### config.mk
export PLATFORM = sky130hd
export DESIGN_NAME = double_ended_queue_core
export DESIGN_NICKNAME = d
export VERILOG_FILES = /design/src/sv/deq_pkg.sv /design/src/sv/double_ended_queue_core.sv /design/src/sv/deq_dp.sv /design/src/sv/deq_ctrl.sv
export SDC_FILE = /design/constraint.sdc
export NUM_CORES = 1
export LEC_CHECK = 0
export BUFFER_PORTS_ARGS = -buffer_cell sky130_fd_sc_hd__buf_4
export CORE_UTILIZATION = 40
export CTS_BUF_LIST = sky130_fd_sc_hd__clkbuf_16
export DETAILED_ROUTE_END_ITERATION = 10
export PLACE_DENSITY_LB_ADDON = 0.1
export RECOVER_POWER = 25
export SETUP_SLACK_MARGIN = 0.02
export SYNTH_ARGS = -nofsm -noshare
export SYNTH_HDL_FRONTEND = slang
export SYNTH_HIERARCHICAL = 1
export SYNTH_SLANG_ARGS = --single-unit
### constraint.sdc
create_clock -name clk -period 15.1 [get_ports clk]
set_clock_uncertainty 0.15 [all_clocks]
set_input_delay 3.02 -clock clk [delete_from_list [all_inputs] [get_ports clk]]
set_output_delay 3.02 -clock clk [all_outputs]
set_load 0.01 [all_outputs]
### src/sv/deq_pkg.sv
// ----------------------------------------------------------------------------
// deq_pkg
// Shared types, codes and helpers for the double-ended queue core.
// ----------------------------------------------------------------------------
package deq_pkg;

	// Capacity and stored word width
	localparam int DEPTH      = 16;
	localparam int DATA_WIDTH = 32;

	localparam int IDX_W = (DEPTH > 1) ? $clog2(DEPTH) : 1;
	localparam int CNT_W = $clog2(DEPTH + 1);

	// Field widths fixed by the interface
	localparam int REQ_W    = 3;
	localparam int VALUE_W  = 32;
	localparam int STATUS_W = 2;
	localparam int COUNT_W  = 5;

	// Request codes
	localparam logic [REQ_W-1:0] REQ_PUSH_FRONT = 3'd0;
	localparam logic [REQ_W-1:0] REQ_PUSH_BACK  = 3'd1;
	localparam logic [REQ_W-1:0] REQ_POP_FRONT  = 3'd2;
	localparam logic [REQ_W-1:0] REQ_POP_BACK   = 3'd3;
	localparam logic [REQ_W-1:0] REQ_READ_ALL   = 3'd4;

	// Result status codes
	localparam logic [STATUS_W-1:0] STAT_OK    = 2'd0;
	localparam logic [STATUS_W-1:0] STAT_EMPTY = 2'd1;
	localparam logic [STATUS_W-1:0] STAT_FULL  = 2'd2;

	// Datapath commands
	localparam int CMD_W = 3;
	localparam logic [CMD_W-1:0] CMD_NONE       = 3'd0;
	localparam logic [CMD_W-1:0] CMD_PUSH_FRONT = 3'd1;
	localparam logic [CMD_W-1:0] CMD_PUSH_BACK  = 3'd2;
	localparam logic [CMD_W-1:0] CMD_POP_FRONT  = 3'd3;
	localparam logic [CMD_W-1:0] CMD_POP_BACK   = 3'd4;
	localparam logic [CMD_W-1:0] CMD_DUMP_FIRST = 3'd5;
	localparam logic [CMD_W-1:0] CMD_DUMP_NEXT  = 3'd6;

	typedef struct packed {
		logic [REQ_W-1:0]          req_type;
		logic signed [VALUE_W-1:0] push_value;
	} req_t;

	typedef struct packed {
		logic signed [VALUE_W-1:0] out_value;
		logic [STATUS_W-1:0]       status;
		logic [COUNT_W-1:0]        item_count;
		logic                      last_of_run;
	} rsp_t;

	// Controller to datapath
	typedef struct packed {
		logic [CMD_W-1:0] op;
	} deq_cmd_t;

	// Datapath to controller
	typedef struct packed {
		logic out_free;   // result register can take a new result this cycle
		logic empty;
		logic single;     // exactly one stored value
		logic dump_end;   // next read-all step emits the back value
	} deq_stat_t;

	// (a + b) mod DEPTH for a, b below DEPTH
	function automatic logic [IDX_W-1:0] ring_add(input logic [IDX_W-1:0] a,
	                                              input logic [IDX_W-1:0] b);
		logic [IDX_W:0] s;
		s = {1'b0, a} + {1'b0, b};
		if (s >= (IDX_W + 1)'(DEPTH)) begin
			s = s - (IDX_W + 1)'(DEPTH);
		end
		return s[IDX_W-1:0];
	endfunction

	// Keep the low DATA_WIDTH bits of a pushed value
	function automatic logic [DATA_WIDTH-1:0] to_store(input logic [VALUE_W-1:0] v);
		logic [63:0] w;
		w = 64'(v);
		return w[DATA_WIDTH-1:0];
	endfunction

	// Present a stored word on the result field
	function automatic logic [VALUE_W-1:0] to_value(input logic [DATA_WIDTH-1:0] d);
		logic [63:0] w;
		w = 64'(d);
		return w[VALUE_W-1:0];
	endfunction

	function automatic logic [COUNT_W-1:0] to_count(input logic [CNT_W-1:0] c);
		logic [63:0] w;
		w = 64'(c);
		return w[COUNT_W-1:0];
	endfunction

endpackage

### src/sv/double_ended_queue_core.sv
// ----------------------------------------------------------------------------
// double_ended_queue_core
// Bounded double-ended queue of signed values held in a ring buffer.
// ----------------------------------------------------------------------------
//
//   Channel   Direction  Handshake             Payload
//   req       in         req_valid/req_stall   req_type, push_value
//   rsp       out        rsp_valid/rsp_stall   out_value, status, item_count,
//                                              last_of_run
//
// For a pop, the storage read lands directly in the result register at
// the transfer edge. Read-all makes one storage read per cycle while the
// result register is free, and the request side stalls until the back
// value has gone out.
// A full result register stalls the request side until it is taken.
// Reset clears the front pointer, fill count and result valid; storage
// contents are not cleared and are only read after being written.
// ----------------------------------------------------------------------------
module double_ended_queue_core (
	input  logic          clk,
	input  logic          arst_n,
	input  logic          req_valid,
	output logic          req_stall,
	input  deq_pkg::req_t req,
	output logic          rsp_valid,
	input  logic          rsp_stall,
	output deq_pkg::rsp_t rsp
);
	import deq_pkg::*;

	deq_cmd_t  cmd;
	deq_stat_t stat;

	// Decode requests, step through read-all
	deq_ctrl u_ctrl (
		.clk       (clk),
		.arst_n    (arst_n),
		.req_valid (req_valid),
		.req_stall (req_stall),
		.req_type  (req.req_type),
		.stat      (stat),
		.cmd       (cmd)
	);

	// Hold storage, pointers and the result register
	deq_dp u_dp (
		.clk        (clk),
		.arst_n     (arst_n),
		.cmd        (cmd),
		.push_value (req.push_value),
		.stat       (stat),
		.rsp_valid  (rsp_valid),
		.rsp_stall  (rsp_stall),
		.rsp        (rsp)
	);

endmodule

### src/sv/deq_dp.sv
// ----------------------------------------------------------------------------
// deq_dp
// Ring buffer storage, front pointer, fill count and result register.
// ----------------------------------------------------------------------------
module deq_dp (
	input  logic                        clk,
	input  logic                        arst_n,
	input  deq_pkg::deq_cmd_t           cmd,
	input  logic [deq_pkg::VALUE_W-1:0] push_value,
	output deq_pkg::deq_stat_t          stat,
	output logic                        rsp_valid,
	input  logic                        rsp_stall,
	output deq_pkg::rsp_t               rsp
);
	import deq_pkg::*;

	logic [DATA_WIDTH-1:0] mem [DEPTH];
	logic [DATA_WIDTH-1:0] rd_q;

	logic [IDX_W-1:0] front_q, front_n;
	logic [CNT_W-1:0] count_q, count_n;
	logic [IDX_W-1:0] off_q, off_n;

	logic             vld_q;
	logic             use_mem_q;
	logic [STATUS_W-1:0] status_q;
	logic [COUNT_W-1:0]  item_count_q;
	logic             last_q;

	logic             we, re, load, use_mem, last;
	logic [IDX_W-1:0] waddr, raddr;
	logic [IDX_W-1:0] front_dec, cnt_lo, cnt_m1_lo;
	logic [CNT_W-1:0] cnt_m1;
	logic [STATUS_W-1:0] status;
	logic             full, empty;

	assign full      = (count_q == CNT_W'(DEPTH));
	assign empty     = (count_q == '0);
	assign front_dec = (front_q == '0) ? IDX_W'(DEPTH - 1) : (front_q - IDX_W'(1));
	assign cnt_m1    = count_q - CNT_W'(1);
	assign cnt_lo    = count_q[IDX_W-1:0];
	assign cnt_m1_lo = cnt_m1[IDX_W-1:0];
	assign load      = (cmd.op != CMD_NONE);

	assign stat.out_free = !vld_q || !rsp_stall;
	assign stat.empty    = empty;
	assign stat.single   = (count_q == CNT_W'(1));
	assign stat.dump_end = ((CNT_W'(off_q) + CNT_W'(1)) == count_q);

	always_comb begin
		we      = 1'b0;
		re      = 1'b0;
		use_mem = 1'b0;
		last    = 1'b1;
		waddr   = front_q;
		raddr   = front_q;
		front_n = front_q;
		count_n = count_q;
		off_n   = off_q;
		status  = STAT_OK;
		case (cmd.op)
			CMD_PUSH_FRONT: begin
				if (full) begin
					status = STAT_FULL;
				end else begin
					we      = 1'b1;
					waddr   = front_dec;
					front_n = front_dec;
					count_n = count_q + CNT_W'(1);
				end
			end
			CMD_PUSH_BACK: begin
				if (full) begin
					status = STAT_FULL;
				end else begin
					we      = 1'b1;
					waddr   = ring_add(front_q, cnt_lo);
					count_n = count_q + CNT_W'(1);
				end
			end
			CMD_POP_FRONT: begin
				if (empty) begin
					status = STAT_EMPTY;
				end else begin
					re      = 1'b1;
					use_mem = 1'b1;
					raddr   = front_q;
					front_n = ring_add(front_q, IDX_W'(1));
					count_n = cnt_m1;
				end
			end
			CMD_POP_BACK: begin
				if (empty) begin
					status = STAT_EMPTY;
				end else begin
					re      = 1'b1;
					use_mem = 1'b1;
					raddr   = ring_add(front_q, cnt_m1_lo);
					count_n = cnt_m1;
				end
			end
			CMD_DUMP_FIRST: begin
				if (empty) begin
					status = STAT_EMPTY;
				end else begin
					re      = 1'b1;
					use_mem = 1'b1;
					raddr   = front_q;
					off_n   = IDX_W'(1);
					last    = (count_q == CNT_W'(1));
				end
			end
			CMD_DUMP_NEXT: begin
				re      = 1'b1;
				use_mem = 1'b1;
				raddr   = ring_add(front_q, off_q);
				off_n   = off_q + IDX_W'(1);
				last    = stat.dump_end;
			end
			default: begin
			end
		endcase
	end

	// Storage: write on push, registered read on pop and read-all
	always_ff @(posedge clk) begin
		if (we) begin
			mem[waddr] <= to_store(push_value);
		end
		if (re) begin
			rd_q <= mem[raddr];
		end
	end

	always_ff @(posedge clk or negedge arst_n) begin
		if (!arst_n) begin
			front_q <= '0;
			count_q <= '0;
			off_q   <= '0;
			vld_q   <= 1'b0;
		end else begin
			front_q <= front_n;
			count_q <= count_n;
			off_q   <= off_n;
			if (load) begin
				vld_q <= 1'b1;
			end else if (!rsp_stall) begin
				vld_q <= 1'b0;
			end
		end
	end

	always_ff @(posedge clk) begin
		if (load) begin
			use_mem_q    <= use_mem;
			status_q     <= status;
			item_count_q <= to_count(count_n);
			last_q       <= last;
		end
	end

	assign rsp_valid        = vld_q;
	assign rsp.out_value    = use_mem_q ? to_value(rd_q) : '0;
	assign rsp.status       = status_q;
	assign rsp.item_count   = item_count_q;
	assign rsp.last_of_run  = last_q;

endmodule

### src/sv/deq_ctrl.sv
// ----------------------------------------------------------------------------
// deq_ctrl
// Request decode and read-all sequencing for the double-ended queue.
// ----------------------------------------------------------------------------
module deq_ctrl (
	input  logic                     clk,
	input  logic                     arst_n,
	input  logic                     req_valid,
	output logic                     req_stall,
	input  logic [deq_pkg::REQ_W-1:0] req_type,
	input  deq_pkg::deq_stat_t       stat,
	output deq_pkg::deq_cmd_t        cmd
);
	import deq_pkg::*;

	localparam logic S_IDLE = 1'b0;
	localparam logic S_DUMP = 1'b1;

	logic state_q, state_n;
	logic take;

	assign req_stall = !((state_q == S_IDLE) && stat.out_free);
	assign take      = req_valid && !req_stall;

	always_comb begin
		state_n = state_q;
		cmd.op  = CMD_NONE;
		case (state_q)
			S_IDLE: begin
				if (take) begin
					case (req_type)
						REQ_PUSH_FRONT: cmd.op = CMD_PUSH_FRONT;
						REQ_PUSH_BACK:  cmd.op = CMD_PUSH_BACK;
						REQ_POP_FRONT:  cmd.op = CMD_POP_FRONT;
						REQ_POP_BACK:   cmd.op = CMD_POP_BACK;
						REQ_READ_ALL: begin
							cmd.op = CMD_DUMP_FIRST;
							if (!stat.empty && !stat.single) begin
								state_n = S_DUMP;
							end
						end
						default: cmd.op = CMD_NONE;
					endcase
				end
			end
			S_DUMP: begin
				if (stat.out_free) begin
					cmd.op = CMD_DUMP_NEXT;
					if (stat.dump_end) begin
						state_n = S_IDLE;
					end
				end
			end
			default: state_n = S_IDLE;
		endcase
	end

	always_ff @(posedge clk or negedge arst_n) begin
		if (!arst_n) begin
			state_q <= S_IDLE;
		end else begin
			state_q <= state_n;
		end
	end

endmodule
; Word-level counts from Yosys, hierarchy flattened
; Memory sizes are Yosys's and may differ from the RTL's. A register that Yosys moved wholly into a read port is not among the register bits.
; Cells that the tools add are included.
[word_totals]
regBits = 24
romBits = 0
ramBits = 512
out_inout_bits = 42
mem_count = 1
latch_bits = 0
inputBits = 39
[mem_list]
columns = memory, depth, width, read_ports, rd_ports_with_merged_regs, write_ports, line
row1 = u_dp.mem, 16, 32, 1, 1, 1, deq_dp.sv:17  ; logic [DATA_WIDTH-1:0] mem [DEPTH];
[classes]
div = 0
eq_ne = 16
mul = 0
mux = 41
n_shift = 0
order_cmp = 4
bitwise_logic = 1
add_sub_neg = 13
reduce_logical = 20
[ops]
columns = cell, n
row1 = $mux 4, 10
row2 = $mux 32, 1
row3 = $pmux 4 s2, 4
row4 = $ge 5x5->1 const B, 4
row5 = $sub 4x1->4 const B, 5
row6 = $add 4x4->5, 3
row7 = $pmux 3 s5, 1
row8 = $mux 1, 14
row9 = $eq 3x2->1 const B, 4
row10 = $eq 3x3->1 const B, 4
row11 = $add 4x1->5 const B, 2
row12 = $mux 5, 2
row13 = $pmux 5 s2, 1
row14 = $eq 3x1->1 const B, 2
row15 = $mux 3, 2
row16 = $pmux 1 s2, 3
row17 = $pmux 3 s2, 1
row18 = $add 5x1->5 const B, 1
row19 = $eq 5x1->1 const B, 1
row20 = $eq 5x5->1, 1
row21 = $eq 5x5->1 const B, 1
row22 = $logic_not 1->1, 5
row23 = $logic_not 5->1, 1
row24 = $sub 5x1->5 const B, 1
row25 = 15 further kinds, 21

; Logic depth before layout (Yosys ltp)
; Gate-level depths: netlist of run 1.
[logic_depth]
depth_word = 11
ltp_mapped = 15

; Hierarchy
; The synthesis of run 1 kept the hierarchy.
[by_module_without_submodules]
columns = mod, area_each_um2, n_inst, cells_per_inst
row1 = deq_dp, 23258.6, 1, 1394
row2 = deq_ctrl, 137.6, 1, 15

; Worst setup path before layout of run 1
; Ideal clock, no wire load.
[synth_timing]
path_kind = input to register
start = in rsp_stall
end = mem u_dp.mem[9][0] (enable)
stages = 12
required_ns = 14.489
slack_ns = 7.260
arrival_time_ns = 7.229
setup_ns = 0.461
cell_sequence = nand2_1 -> nand2b_4 -> or3b_4 -> a21oi_2 -> clkbuf_1 -> nand2b_1 -> a21oi_1 -> nand2_1 -> o21ai_0 -> o21ai_0 -> nand2b_1 -> nor3_1
[synth_lines]
columns = element, line
row1 = "start, declared", double_ended_queue_core.sv:26  ; input logic rsp_stall,
row2 = "end, declared", deq_dp.sv:17

==> impl_metrics.tcl, run 1 <==
set metrics [dict create \
    detail_route.wl_per_cell_um 24.4 \
    final_core_util_pct 46.2 \
    p_sw_share_pct 36.4 \
    fp.dieW_um 244 \
    num_io_pins 81 \
    busiest_layer "met2" \
    rr_startpoint "u_dp/rsp_valid" \
    post-route-worst-setup-slack_ns 7.98 \
    end_kind "register" \
    critical_path.endpoint "u_dp/rd_q[16]" \
    antenna_found_initial 0 \
    area_growth_pct 14.0 \
    ant_nets 0 \
    grtUsageMet2_pct 31.2 \
    initial_utilization_pct 40.6 \
    post_cts_buffers 0 \
    grt_pass1_vias 12700 \
    clock-root-buffer "clkbuf_16" \
    synthFlopType "edfxtp_1" \
    fmax_mhz 140 \
    track_usage_pct 19.1 \
    p_comb_share_pct 38.1 \
    power.internal_mw 3.66 \
    antenna_cells 0 \
    finalNetCount 1557 \
    rows 88 \
    power_frac_seq_pct 36.4 \
    worst_pin_slew_ns 1.16 \
    io_buffers 80 \
    dp_hpwl_mm 28.9 \
    drive_above_1_share_pct 14.2 \
    r2r_slack_ns 10.11 \
    crit_start "rsp_stall" \
    ys_types 65 \
    crit_type "input port to register" \
    hold_violations 0 \
    max_slew_margin_pct 22.6 \
    rr_worst_depth 13 \
    clk_latency_ns 0.62 \
    p_switching_mw 2.10 \
    grt_max_degree 121 \
    nFillCells 5121 \
    critPathRequiredTime_ns 15.28 \
    setup_viol 0 \
    wl_mm 56.5 \
    core_um2 57700 \
    ys_seq_area_share_pct 72.6 \
    drv_slew 0 \
    path_clk_slew_ns 0.06 \
    vias_per_cell 5.43 \
    clockBufferDepth 3 \
    hold_class "register to register" \
    rsz0062_at_grt "false" \
    fin_setup_tns_ns 0 \
    avgSynthCellArea_um2 16.6 \
    ys_seq_elements 568 \
    dp_slack_ns 7.33 \
    met1_usage_pct 26.6 \
    cts-resized-gates 0 \
    gp_congestion 0.781 \
    timing.rr.end "u_dp/rd_q[16]" \
    clkSinkCount 568 \
    vdd_drop_max_mv 0.217 \
    critPathMaxFanout 50 \
    dieArea_um2 59500 \
    drt_iter0_drc 920 \
    start_kind "input port" \
    die_h_um 244 \
    cts_buffers 60 \
    crit_arrival_ns 7.30 \
    syn-instance-count 1409 \
    cts_hold_buf 0 \
    overflow 0 \
    drt_first_pass_iters 5 \
    grt_pass1_wl_mm 84.0 \
    p_clk_share_pct 25.5 \
    remaining_drc_errors 0 \
    cts_tree "done" \
    fin_crit_sh_pct 47.1 \
    p_leak_nw 8.99 \
    synth_edf_count 553 \
    ys_warn_count 6 \
    power.density_cell_area_nw_per_um2 216 \
    syn_area_um2 23400 \
    use_met3_pct 2.65 \
    synthArstFlopShare_pct 2.64 \
    synth_fp_nets 1467 \
    status "complete, no violations" \
    vias 12600 \
    finalCriticalPeriod_ns 7.12 \
    cap_violations 0 \
    htree_num_levels 2 \
]
[cell type report]
cell class / instances / area, um2 / area share, %
clock buffer: 62 / 1550 / 5.82
tap: 765 / 957 / 3.59
sequential: 568 / 17000 / 63.7
multi-input combinational: 746 / 5960 / 22.3
inverter: 12 / 46.3 / 0.174
clock inverter: 49 / 424 / 1.59
timing repair buffer: 111 / 748 / 2.81
[power by group through the flow]
stage                     Combinational [mW]  Sequential (mW)  Clock (mW)
final                                   2.19             2.10        1.47
after detailed placement                2.22             2.13           0
after global placement                  2.21             2.13           0
after global routing                    2.37             2.12        1.56
after CTS                               2.23             2.10        1.51
after floorplan                         1.60             2.08           0
[metal layers]
layer	vias up	wire length, um
li1	5730	-
met1	6503	26200
met4	0	1120
met3	84	2100
met2	241	27000
met5	-	0
[cell usage in the layout (no fill, tap or decap), types with 3 or more instances in the layout]
| cell type | instances |
|---|---|
| edfxtp_1 | 553 |
| mux2i_1 | 257 |
| a22oi_1 | 124 |
| buf_4 | 84 |
| a21oi_1 | 83 |
| clkbuf_16 | 62 |
| nand2_1 | 59 |
| and2_1 | 33 |
| clkbuf_1 | 26 |
| inv_1 | 23 |
| o21ai_0 | 21 |
| nor2_4 | 19 |
| nor2_1 | 16 |
| ha_1 | 16 |
| dfrtp_1 | 15 |
| clkinv_1 | 12 |
| xnor2_1 | 11 |
| clkinv_2 | 10 |
| nand2b_1 | 10 |
| a22oi_2 | 8 |
| bufinv_16 | 7 |
| clkinvlp_4 | 6 |
| nor3_1 | 6 |
| nand3_1 | 6 |
| xor2_1 | 6 |
| o22ai_1 | 5 |
| a21o_1 | 4 |
| or3_1 | 3 |
| o22a_1 | 3 |
| nor3_2 | 3 |
| nor2b_1 | 3 |
| fa_1 | 3 |
[sequential cells by signal, summed over array words and instances (netlist names), 2 cells and up]
name               cells
u_dp/rd_q             32
u_dp/item_count_q      5
u_dp/front_q           4
u_dp/mem             512
u_dp/count_q           5
u_dp/off_q             4
u_dp/status_q          2
[worst max-delay path: stages]
cell,delay (ns)
buf_4,0.11
nand2_1,0.19
nand2b_4,0.07
or3b_4,0.41
a21oi_2,0.56
and3b_1,0.29
a32o_2,0.29
nor2_8,0.12
buf_4,0.67
buf_4,0.84
mux2i_1,0.28
a22oi_1,0.12
a21oi_1,0.18
a21oi_1,0.05
[logic make-up (layout without fill, tap and decap cells)]
kind of cell	count (synthesis)	count (layout)	share of synthesized area [%]
AND/OR/NAND/NOR	178	178	3.95
AO/OA/AOI/OAI	274	274	7.96
buffers and inverters	95	234	2.73
XOR/XNOR	18	18	0.674
multiplexers	257	257	11.0
adder cells (fa/ha/maj)	19	19	1.11
flip-flops	568	568	72.6
[worst min-delay path by stage]
stage,depth (start not counted),startpoint,endpoint
finish,2,u_ctrl/state_q,u_ctrl/state_q
global route,2,u_ctrl/state_q,u_ctrl/state_q
CTS,2,u_ctrl/state_q,u_ctrl/state_q
detailed placement,2,u_ctrl/state_q,u_ctrl/state_q
global placement,2,u_ctrl/state_q,u_ctrl/state_q
floorplan,2,u_ctrl/state_q,u_ctrl/state_q
[synthesized netlist by cell type, types with 6 or more instances]
library cell | number | share of area, %
nand2b_1 | 10 | 0.27
xor2_1 | 6 | 0.22
nor3_1 | 9 | 0.19
and2_1 | 35 | 0.94
nand2_1 | 59 | 0.95
dfrtp_1 | 15 | 1.6
inv_1 | 11 | 0.18
ha_1 | 16 | 0.86
nand3_1 | 6 | 0.13
buf_6 | 12 | 0.58
a22oi_2 | 8 | 0.43
nor2_1 | 33 | 0.53
a21oi_1 | 83 | 1.8
edfxtp_1 | 553 | 71
buf_8 | 9 | 0.58
buf_4 | 18 | 0.58
o21ai_0 | 22 | 0.47
mux2i_1 | 257 | 11
clkbuf_1 | 27 | 0.43
buf_2 | 14 | 0.30
xnor2_1 | 12 | 0.45
a22oi_1 | 124 | 4.0
[metrics by stage]
stage / hold slack (ns) / total power, mW / std cells / cell area [um2]
after floorplan: 0.346 / 3.69 / 1409 / 23400
after global placement: 0.388 / 4.34 / 2202 / 24800
after detailed placement: 0.397 / 4.35 / 2202 / 24800
after CTS: 0.407 / 5.84 / 2313 / 26800
after global routing: 0.450 / 6.05 / 2313 / 26700
final: 0.410 / 5.76 / 2313 / 26700
Power figures use the tool's default switching activity.
==> run 2: changes to the inputs <==
--- a/config.mk
+++ b/config.mk
@@ -5,6 +5,7 @@
 export SDC_FILE = /design/constraint.sdc
 export NUM_CORES = 1
 export LEC_CHECK = 0
+export ABC_AREA = 1
 export BUFFER_PORTS_ARGS = -buffer_cell sky130_fd_sc_hd__buf_4
 export CORE_UTILIZATION = 40
 export CTS_BUF_LIST = sky130_fd_sc_hd__clkbuf_16
==> constraint.sdc (replaced) <==
create_clock -name clk -period 5.9 [get_ports clk]
set_clock_uncertainty 0.15 [all_clocks]
set_input_delay 1.18 -clock clk [delete_from_list [all_inputs] [get_ports clk]]
set_output_delay 1.18 -clock clk [all_outputs]
set_load 0.01 [all_outputs]
==> run 2 against run 1 <==
Against the previous run: total power rose to 2.8 times the previous value; cell area rose by 7.7%; global-route usage rose by 1.9 points; critical endpoint is now u_dp/mem[4][11]; flip-flop and latch count did not move; sequential power rose to 2.6 times the previous value; critical path type unchanged; non-clock buffer count rose by 6; combinational power rose to 3.4 times the previous value.
==> impl_metrics.tcl, run 2 <==
set metrics [dict create \
    status "complete, no violations" \
    fin_setup_tns_ns 0 \
    rows 92 \
    fin_crit_sh_pct 71.3 \
    start_kind "input port" \
    vias_per_cell 5.09 \
    hold_class "register to register" \
    clock-root-buffer "clkbuf_16" \
    end_kind "register" \
    overflow 0 \
    io_buffers 80 \
    cp_top_family "simple AND/OR/NAND/NOR gates" \
    r2r_slack_ns 1.84 \
    regMostFlops "u_dp/mem" \
    ys_seq_elements 568 \
    crit_top_cell "nand2_1" \
    grt_pass1_vias 16900 \
    reg_top3 "u_dp/mem: 512 flops, u_dp/rd_q: 32 flops" \
    hold_ws_ns 0.371 \
    vdd_drop_max_mv 0.385 \
    cp_slowest_cell "nor2_4" \
    grt_max_degree 171 \
    synth_top_cell_area_share_pct 65.1 \
    largest_register_ffs 512 \
    ys_warn_count 6 \
    layout_commonest_cell "nand3_1" \
    ys_types 41 \
    max_slew_margin_pct 36.3 \
    setup_viol 0 \
    worst_pin_slew_ns 0.954 \
    wl_mm 66.7 \
    cap_violations 0 \
    synth_fp_nets 2484 \
    initial_utilization_pct 40.4 \
    cts_hold_buf 0 \
    drt_iter0_drc 1175 \
    track_usage_pct 21.0 \
    remaining_drc_errors 0 \
    max_stage_delay_ns 0.81 \
    fp.dieW_um 254 \
    cts_buffers 60 \
    cts_tree "done" \
    crit_arrival_ns 4.38 \
    mostFrequentLayoutCells "nand3_1, nand2_1, edfxtp_1, inv_1, buf_4" \
    avgSynthCellArea_um2 10.5 \
    power.density_cell_area_nw_per_um2 567 \
    htree_num_levels 2 \
    critPathMaxFanout 26 \
    min_to "u_ctrl/state_q" \
    post_cts_buffers 0 \
    fmax_mhz 238 \
    cts-resized-gates 0 \
    finalCriticalPeriod_ns 4.21 \
    rr_startpoint "u_dp/count_q[0]" \
    clk_latency_ns 0.62 \
    drive_above_1_share_pct 8.05 \
    yosysMostFrequentCell "nand3_1" \
    synthArstFlopShare_pct 2.64 \
    antenna_found_initial 0 \
    dp_hpwl_mm 35.8 \
    ys_top_cells_by_area "edfxtp_1, nand3_1, nand2_1, inv_1, buf_2" \
    syn_area_um2 25500 \
    clkSinkCount 568 \
    p_leak_nw 11.9 \
    synth_edf_count 553 \
    grt_pass1_wl_mm 103 \
    hold_violations 0 \
    antenna_cells 0 \
    yosys.area.top_type "edfxtp_1" \
    synthFlopType "edfxtp_1" \
    ys_seq_area_share_pct 66.6 \
    drv_slew 0 \
    crit_type "input port to register" \
    gp_congestion 0.805 \
    die_h_um 254 \
    path_clk_slew_ns 0.06 \
    crit_buf_inv 6 \
    drt_first_pass_iters 6 \
    dieArea_um2 64800 \
    min_from "u_ctrl/state_q" \
    clockBufferDepth 3 \
    synth_commonest_cells "nand3_1, nand2_1, edfxtp_1, inv_1, buf_2" \
    detail_route.wl_per_cell_um 19.9 \
    min_path_cells 2 \
    critPathRequiredTime_ns 6.08 \
    core_um2 63100 \
    worstPathCellList "buf_4 > nand2_1 > nand2_2 > nor2_4 > nand2_1 > nand2_1 > inv_2 > nor3_1 > inv_1 > nand2_2 > inv_1 > nor2_2 > inv_1 > nor2_1 > nand2_1 > nor2_4 > buf_4" \
    rr_worst_depth 9 \
    rsz0062_at_grt "false" \
    timing.rr.end "u_dp/mem[7][18]" \
    ant_nets 0 \
    num_io_pins 81 \
    vias 17100 \
    crit_start "rsp_stall" \
    finalNetCount 2522 \
    syn-instance-count 2426 \
    area_growth_pct 12.6 \
]
## run 2: metal layers
layer	global-route usage, %	part of all wire, %
met4	5.08	1.8
met5	0	0
met3	2.93	4.4
met1	28.5	45
met2	35.5	48
## run 2: stage by stage
stage                     setup WS [ns]  power, mW  instance area, um2  utilization [%]  cells
after detailed placement           1.05       13.0               27100             42.9   3248
after global placement             1.11       13.0               27100             42.9   3248
final                              1.69       16.3               28700             45.5   3355
after floorplan                    1.26       10.6               25500                -   2426
after CTS                          1.70       16.5               28800             45.7   3355
after global routing               1.38       17.4               28700             45.5   3355
## run 2: worst reg2reg max path, delay by kind of cell, from the launching register on
family | cells | cell delay [ns]
AOI/OAI and AO/OA | 2 | 0.54
and+or+nand+nor | 4 | 1.72
buffers and inverters | 2 | 0.63
DFF | 1 | 0.46
adders and majority gates | 1 | 0.26
## run 2: how the worst max path moves through the flow
stage                      endpoint  cells after the start
finish              u_dp/mem[4][11]                     17
global route        u_dp/mem[4][12]                     17
CTS                 u_dp/mem[7][18]                     15
detailed placement  u_dp/mem[7][12]                     15
global placement    u_dp/mem[7][12]                     15
floorplan           u_dp/mem[12][0]                     15
## run 2: kinds of logic (layout without fill, tap and decap cells)
kind of cell,count (synthesis),after routing,share of synthesized area (%)
and+or+nand+nor,1267,1267,22.4
DFF,568,568,66.6
buffers and inverters,509,592,8.28
AOI/OAI and AO/OA,46,46,1.12
adders and majority gates,19,19,1.02
xor gates and xnor gates,17,17,0.584
## run 2: power breakdown
part / internal [mW] / leakage (nW) / switching, mW / total (mW)
clock network: 1.92 / 0.954 / 1.51 / 3.42
logic: 2.20 / 5.74 / 5.30 / 7.50
registers: 5.14 / 5.19 / 0.219 / 5.36
total: 9.26 / 11.9 / 7.03 / 16.3
## run 2: cell type report
class | count | area (um2)
multi-input cells | 1349 | 6570
flip-flops and latches | 568 | 17000
repair buffers | 117 | 952
fillers | 5987 | 34400
clock buffers | 62 | 1550
clock inverters | 45 | 219
inverters | 368 | 1380
well taps | 846 | 1060
==> run 3: changes to the inputs <==
==> constraint.sdc (replaced) <==
create_clock -name clk -period 3.5 [get_ports clk]
set_clock_uncertainty 0.15 [all_clocks]
set_input_delay 0.7 -clock clk [delete_from_list [all_inputs] [get_ports clk]]
set_output_delay 0.7 -clock clk [all_outputs]
set_load 0.01 [all_outputs]
==> run 3 against run 2 <==
Against the previous run: cell area is 4.2% higher; first-iteration DRC count rose by 14%; core utilization increased by 1.9 points; combinational power up 88%; setup slack got worse by 1.5 ns; clock power grew 89%; worst hold slack lost 0.11 ns; sequential share of layout area shrank 2.4 points; non-clock buffer count is 66 higher; sequential power grew 68%; critical endpoint is now u_dp/rd_q[16]; largest power group unchanged.
==> impl_metrics.tcl, run 3 (synthesized netlist as in run 2, its figures left out) <==
set metrics [dict create \
    grt_pass1_vias 17300 \
    nFillCells 5963 \
    mostFrequentLayoutCells "nand3_1, nand2_1, edfxtp_1, inv_1, buf_4" \
    fmax_mhz 306 \
    io_buffers 80 \
    worst_pin_slew_ns 0.790 \
    critPathRequiredTime_ns 3.73 \
    regArea_um2 17000 \
    grt_max_degree 76 \
    fp.dieW_um 254 \
    finalPower_mw 29.5 \
    area_growth_pct 17.4 \
    layout_commonest_cell "nand3_1" \
    vias_per_cell 5.12 \
    fin_cells 3426 \
    gp_congestion 0.819 \
    max_stage_delay_ns 0.47 \
    rows 92 \
    ant_nets 0 \
    crit_top_cell "nand3_1" \
    max_slew_margin_pct 47.3 \
    vdd_drop_max_mv 0.737 \
    core_um2 63100 \
    overflow 0 \
    multi_input_area_um2 6580 \
    grt_pass1_wl_mm 108 \
    power.density_cell_area_nw_per_um2 986 \
    drv_slew 0 \
    setup_viol 0 \
    path_clk_slew_ns 0.06 \
    fin_crit_sh_pct 93.5 \
    hold_violations 0 \
    dp_hpwl_mm 40.6 \
    largest_register_ffs 512 \
    cap_violations 0 \
    finalCriticalPeriod_ns 3.27 \
    fin_setup_tns_ns 0 \
    drt_iter0_drc 1343 \
    status "complete, no violations" \
    track_usage_pct 22.3 \
    wl_met3_mm 4.05 \
    worstPathCellList "inv_1 > ha_1 > fa_1 > xnor2_1 > nand3_1 > o21ai_0 > nand2_1 > nand2_4 > inv_2 > buf_16 > nand3_1 > nand3_1 > nand2_1" \
    crit_arrival_ns 3.50 \
    finalNetCount 2589 \
    wl_mm 70.7 \
    cp_top_family "simple AND/OR/NAND/NOR gates" \
    hold_class "input port to register" \
    wl_met2_mm 33.8 \
    drive_above_1_share_pct 11.3 \
    crit_type "register to register" \
    post-route-worst-setup-slack_ns 0.228 \
    cp_slowest_cell "dfrtp_2" \
    remaining_drc_errors 0 \
    post_cts_buffers 0 \
    dieArea_um2 64800 \
    antenna_found_initial 0 \
    num_io_pins 81 \
    routed.top_layer "met4" \
    clkSinkCount 568 \
    die_h_um 254 \
    placed_cells 3313 \
    dp_slack_ns -0.0355 \
    reg_top3 "u_dp/mem: 512 flops, u_dp/rd_q: 32 flops" \
    rsz0062_at_grt "false" \
    end_kind "register" \
    cts_tree "done" \
    drt_first_pass_iters 5 \
    initial_utilization_pct 40.4 \
    vias 17500 \
    m1WireLength_mm 31.4 \
    htree_num_levels 2 \
    clk_latency_ns 0.63 \
    p_leak_nw 12.4 \
    start_kind "register" \
    detail_route.wl_per_cell_um 20.6 \
    cts_buffers 61 \
    regMostFlops "u_dp/mem" \
    clockBufferDepth 3 \
    crit_buf_inv 3 \
    clock-root-buffer "clkbuf_16" \
    critPathMaxFanout 49 \
]
## run 3: power breakdown
part	internal (mW)	leakage, nW	switching (mW)	total [mW]
combinational	4.67	6.23	9.38	14.1
clock	3.78	1.00	2.69	6.46
sequential	8.66	5.18	0.357	9.01
total	17.1	12.4	12.4	29.5
## run 3: final cells by class
type | instances | area share [%]
clock buffers | 62 | 5.18
well taps | 846 | 3.54
clock inverters | 49 | 1.46
inverters | 368 | 4.62
flip-flops and latches | 568 | 56.7
multi-input cells | 1349 | 22.0
diodes | 1 | 0.00836
repair buffers | 183 | 6.49
## run 3: routing by layer
layer,vias up,track usage (%)
met4,0,5.80
met5,-,0
met3,88,4.03
met1,8611,30.4
met2,475,36.6
li1,8361,-
## run 3: per-stage QoR
step	cell area, um2	util [%]	hold WS (ns)
2_1_floorplan	25500	-	0.254
3_3_place_gp	28000	44.4	0.346
3_5_place_dp	28000	44.4	0.350
4_1_cts	30000	47.6	0.198
5_1_grt	29900	47.5	0.250
6_report	29900	47.5	0.260
## run 3: worst paths after layout
check                                start               to  slack [ns]  cells after the start
setup / recovery           u_dp/count_q[0]    u_dp/rd_q[16]        0.23                     13
hold / removal                     req[20]  u_dp/mem[5][20]        0.26                      1
max in group asynchronous           arst_n  u_dp/count_q[0]        2.67                      2
setup reg to reg           u_dp/count_q[0]    u_dp/rd_q[16]        0.23                     13
hold reg to reg             u_ctrl/state_q   u_ctrl/state_q        0.37                      2
min in group asynchronous           arst_n  u_dp/count_q[4]        0.33                      2
## run 3: what timing repair did
item,CTS,global route
endpoints found under the setup margin,0,484
hold buffers,1,0
gates resized for setup,0,3
hold endpoints to repair,15,0
